[src/hdl/set_assoc_cache_lru_tags_unit_assert.svh]
// ----------------------------------------------------------------------------
// set_assoc_cache_lru_tags_unit assertion macros
// shared property wrappers, clocked on clock and quiet during reset
// ----------------------------------------------------------------------------
`ifndef SET_ASSOC_CACHE_LRU_TAGS_UNIT_ASSERT_SVH
`define SET_ASSOC_CACHE_LRU_TAGS_UNIT_ASSERT_SVH

// same-cycle implication
`define SACL_ASSERT_SAME(label, ante, cons) \
   label: assert property (@(posedge clock) disable iff (reset) (ante) |-> (cons)) \
      else $error("sacl same-cycle check failed");

// next-cycle implication
`define SACL_ASSERT_NEXT(label, ante, cons) \
   label: assert property (@(posedge clock) disable iff (reset) (ante) |=> (cons)) \
      else $error("sacl next-cycle check failed");

`endif

[src/hdl/sacl_pkg.sv]
// ----------------------------------------------------------------------------
// sacl_pkg
// sizes, line record and controller/datapath command and status types
// ----------------------------------------------------------------------------
package sacl_pkg;

   localparam int NUM_SETS         = 64;
   localparam int BLOCK_BYTES      = 32;
   localparam int NUM_WAYS_DEFAULT = 4;

   localparam int ADDR_W    = 32;
   localparam int OFFSET_W  = $clog2(BLOCK_BYTES);
   localparam int SET_W     = $clog2(NUM_SETS);
   localparam int TAG_W     = ADDR_W - OFFSET_W - SET_W;
   localparam int STAMP_W   = 32;
   localparam int WAY_OUT_W = 2;

   typedef enum logic {
      REQ_READ  = 1'b0,
      REQ_WRITE = 1'b1
   } access_type;

   typedef struct packed {
      logic               dirty;
      logic [TAG_W-1:0]   tag;
      logic [STAMP_W-1:0] stamp;
   } line_type;

   typedef struct packed {
      logic load;
      logic scan_start;
      logic scan_step;
      logic commit;
   } cmd_type;

   typedef struct packed {
      logic resolved;
      logic scan_last;
      logic out_free;
   } status_type;

endpackage

[src/hdl/sacl_ctrl.sv]
// ----------------------------------------------------------------------------
// sacl_ctrl
// access sequencer: lookup, optional lru scan, fill and response handoff
// ----------------------------------------------------------------------------
module sacl_ctrl
   import sacl_pkg::*;
(
   input  logic       clock,
   input  logic       reset,
   input  logic       req_valid,
   output logic       req_ready,
   input  status_type status,
   output cmd_type    cmd
);

   typedef enum logic [1:0] {
      IDLE,
      LOOK,
      SCAN,
      FILL
   } state_type;

   state_type state_ff, state_in;
   logic      ready_ff, ready_in;

   always_comb begin
      state_in = state_ff;
      cmd      = '0;
      case (state_ff)
         IDLE: begin
            if (req_valid) begin
               cmd.load = 1'b1;
               state_in = LOOK;
            end
         end
         LOOK: begin
            if (status.resolved) begin
               if (status.out_free) begin
                  cmd.commit = 1'b1;
                  state_in   = IDLE;
               end
            end else begin
               cmd.scan_start = 1'b1;
               state_in       = SCAN;
            end
         end
         SCAN: begin
            cmd.scan_step = 1'b1;
            if (status.scan_last) begin
               state_in = FILL;
            end
         end
         FILL: begin
            if (status.out_free) begin
               cmd.commit = 1'b1;
               state_in   = IDLE;
            end
         end
         default: begin
            state_in = IDLE;
         end
      endcase
      ready_in = (state_in == IDLE);
   end

   always_ff @(posedge clock) begin
      if (reset) begin
         state_ff <= IDLE;
         ready_ff <= 1'b1;
      end else begin
         state_ff <= state_in;
         ready_ff <= ready_in;
      end
   end

   assign req_ready = ready_ff;

endmodule

[config.mk]
export PLATFORM = sky130hd
export DESIGN_NAME = sacl_ctrl
export DESIGN_NICKNAME = d
export VERILOG_FILES = /design/src/hdl/set_assoc_cache_lru_tags_unit_assert.svh /design/src/hdl/sacl_pkg.sv /design/src/hdl/sacl_ctrl.sv
export SDC_FILE = /design/constraint.sdc
export NUM_CORES = 1
export LEC_CHECK = 0
export BUFFER_PORTS_ARGS = -buffer_cell sky130_fd_sc_hd__buf_2
export CORE_AREA = 2 2 39 41
export CTS_CLUSTER_DIAMETER = 200
export DETAILED_ROUTE_END_ITERATION = 6
export DIE_AREA = 0 0 41 43
export SLEW_MARGIN = 20
export SYNTH_ARGS = -nofsm -noshare
export SYNTH_HDL_FRONTEND = slang
export SYNTH_SLANG_ARGS = --single-unit
[constraint.sdc]
create_clock -name clock -period 0.9 [get_ports clock]
set_input_delay 0.18 -clock clock [delete_from_list [all_inputs] [get_ports clock]]
set_output_delay 0.18 -clock clock [all_outputs]
set_load 0.005 [all_outputs]
Word-level counts from Yosys, hierarchy flattened
Index checks and enable logic that the tools add are counted.
W data, S select, Z words.

operators by class
  eq/ne operators = 3
  multiply operators = 0
  div/mod/pow operators = 0
  bitwise operators = 0
  reduce and logical (&&, ||, !) cells = 2
  shifts and indexed selects = 0
  magnitude comparators = 0
  multiplexer cells = 13
  add/subtract/negate cells = 0

operators by type and width
  operator              count
  $mux W2               4
  $pmux W2 S4           1
  $mux W1               7
  $eq A2 B2 Y1 const B  2
  $logic_not A2 Y1      2
  $eq A2 B1 Y1 const B  1
  $pmux W1 S2           1

storage, ports and cells
  bits in writable memories = 0
  input bits = 6
  register bits = 3
  output and inout port bits = 5
  bits in latches = 0
  memory bits (read-only) = 0
  memories kept = 0
  word-level logic and storage cells = 20

Depth between registers and ports, before layout
  depth in word-level cells = 4
  mapped depth = 3
  mapped depth without buffers = 3

Worst setup path before layout
Ideal clock, no wire load.

  path kind = reg-to-reg
  start = reg state_ff[1]
  end = reg ready_ff, in the netlist req_ready
  arrival = 0.825 ns
  slack = -0.046 ns
  setup time = 0.121 ns
  period minus slack after synthesis = 0.946 ns
  path buffers = 0
  cell stages (with the launch flop) = 4
  required time = 0.779 ns
  cells stage by stage = dfxtp_1 > nor2b_1 > a221oi_2 > nor2_1

on the way
  longest elaborated chain between the ends = 4
  elaborated cells between the ends (all ways) = 10
  classes of those cells = 3 x eq/ne; 5 x mux; 2 x reduce/logical

RTL lines
  item                      line                              RTL
  start: declaration        sacl_ctrl.sv:23                   state_type state_ff, state_in;
  start signal: assignment  sacl_ctrl.sv:71                   state_ff <= state_in;
  $mux W2                   sacl_ctrl.sv:38, sacl_ctrl.sv:54
  $mux W2                   sacl_ctrl.sv:37                   if (status.resolved) begin
  $pmux W2 S4 (*)           sacl_ctrl.sv:29                   case (state_ff)
  $logic_not A2 Y1 (*)      sacl_ctrl.sv:63                   ready_in = (state_in == IDLE);
  end signal: assignment    sacl_ctrl.sv:72                   ready_ff <= ready_in;
  end: declaration          sacl_ctrl.sv:24                   logic ready_ff, ready_in;

Every way passes the cells marked *; elsewhere a longest branch is shown, timed or not.
A chain may end at the register's enable or synchronous reset.

==> run metrics <==
outcome finished, violations left; failing checks setup timing; Hold WC Path Type in2reg; core area 1380 sq um; Initial Utilization 0.114; XOR/XNOR share of the synthesized area 0; Die Ht 43 microns; worst slew pin tran 0.171 ns; crit path capture type output port; post-route ant nets 0; Yosys warning count 0; Sw Share 0.243; Req. time, crit path 0.72 ns; drt total wl approximately 420 microns; Tot Pwr 0.510 mW; cts bufs inserted 3; placed cell count 41; most frequent cells in the layout buf_2 (10), buf_4 (4), clkbuf_4 (3); Synth Register Bits 3; area occupied by multi-input gates between 100 and 150 sq um; Overflow after GRT 0; Fillers 169; fin crit share 1.23; VDD IR-drop max 0.483 mV; Netlist cell types 12; pin count of the biggest net entering global routing 7; clk sink count 3; clk buf depth 2; DR iter-0 viols 0; sequential power share 0.324; Ant. Diodes 0; global-route wire length before repair 655 microns; row count 14; sw power 0.124 mW; Clock Pin Slew Worst Setup and Hold Paths 0.04 ns; CP max FO 6; Setup CP Type reg2out; crit path DAT 0.93 ns; Area Growth Syn to Fin 101%; CTS tree yes; clock power share 0.457; wire per inst 8.61 microns; fin nets 40; clk root buf clkbuf_4; total number of vias 172; dpl hpwl ~330 microns; Adder-Cell Fraction of Synth Area 0; drt first pass iters 1; number of global-route vias before repair 181; H-tree Lvls 1; Finished Layout Cells 49; Slew headroom 0.882; Final Max Tran Viols 0; FF+latch area 67.6 sq um; setup-violating endpoint count in the final report 7; internal power 0.386 mW; Pwr per Cell Area 1610 nW/um^2; die area 1760 sq um; Synth Area in Simple Gates 0.190; Net Count, Synth 21; number of port buffers 10; die width 41 microns; main combinational cell family by area after synthesis compound AO/OA/AOI/OAI gates; Leak Pwr 0.162 nW; post-place setup slack -0.0387 ns; Min Hold Slack a little over 0.2 ns; Clock Latency Late Sink 0.23 ns; layout cells sized above 1 0.727; Fin. Hold Viols 0; synthesized area 158 sq um; RD Place Congestion 0.596; combinational group share of total power 0.219; Critical Path Source Type register; Boundary Pins 11; Via density 3.51; sequential area share after synthesis 0.381; Synth Area in Compound Gates 0.317; Clock Skew 0.000832 ns; DRC Markers 0; initial antenna violation count 0; mux cell area share after synthesis 0.0635; unrepaired setup endpoints after global routing yes; final worst slack -0.210 ns; Tmin final around 1.1 ns; Synth Instances 15; commonest non-fill, non-tap cell in the layout buf_2; Fmax 0.901 GHz; Total GRT Usage 0.0621; max_cap viols 0; Post-Route Setup TNS -0.947 ns; Avg Inst Size Synth 10.5 sq um
## worst max-delay path: stages (launching register included)
cell and delay (ns):
dfxtp_4 0.38, nor3b_4 0.19, buf_2 0.13
## metrics by stage
stage / instance area, sq um / util
final: 317 / 0.229
after floorplan: 176 / -
after CTS: 309 / 0.223
after global routing: 317 / 0.229
after global placement: 246 / 0.178
after detailed placement: 246 / 0.178
## cells in the mapped netlist (all sizes together)
cell type,n,share of area
dfxtp,3,0.38
inv,2,0.048
nor3b,2,0.13
a21boi,1,0.048
a21o,1,0.048
a221oi,1,0.095
mux2i,1,0.063
nor2,1,0.024
nor2b,1,0.040
o211a,1,0.063
o21ba,1,0.063
## state kept, by name, indices dropped and copies added, names as in the netlist
register and flops:
req_ready 1, state_ff 2
## timing repair
action	4_1_cts	5_1_grt
hold buffers	0	0
buffers inserted	3	1
pin swaps	4	0
gates resized for setup	4	0
endpoints found under the setup margin	5	7
## area by class of cell
| cell class | instances | share of cell area |
|---|---|---|
| Multi-Input combinational cell | 10 | 0.364 |
| Timing Repair Buffer | 14 | 0.253 |
| Sequential cell | 3 | 0.213 |
| Clock buffer | 4 | 0.0830 |
| Tap cell | 16 | 0.0632 |
| Inverter | 2 | 0.0237 |
## power by group through the flow
stage	Clock [mW]	Sequential [mW]	Combinational, mW
floorplan	0	0.168	0.0454
global placement	0	0.170	0.0829
detailed placement	0	0.170	0.0842
CTS	0.248	0.166	0.107
global route	0.265	0.168	0.122
finish	0.233	0.165	0.112
## routing by layer
metal | vias to the layer above | track usage | share of wire
met3 | 0 | 0.0366 | 0.083
met2 | 5 | 0.0906 | 0.58
li1 | 89 | - | -
met1 | 78 | 0.0446 | 0.33
met5 | - | 0 | 0
met4 | 0 | 0.0800 | 0
## logic make-up (layout without fill, tap and decap cells)
logic type	count (synthesis)	after routing
simple gates	4	4
buf+inv	2	20
compound gates	5	5
mux	1	1
flops	3	3
## path summary, 6_finish.rpt
| path | slack (ns) | end | cells past startpoint | startpoint |
|---|---|---|---|---|
| max reg2reg | -0.13 | req_ready | 4 | state_ff[0] |
| min | 0.20 | state_ff[0] | 3 | status[1] |
| max | -0.21 | cmd[2] | 2 | state_ff[0] |
| min reg2reg | 0.59 | state_ff[0] | 2 | state_ff[0] |
Note: power is estimated with default switching activity, not from simulation.
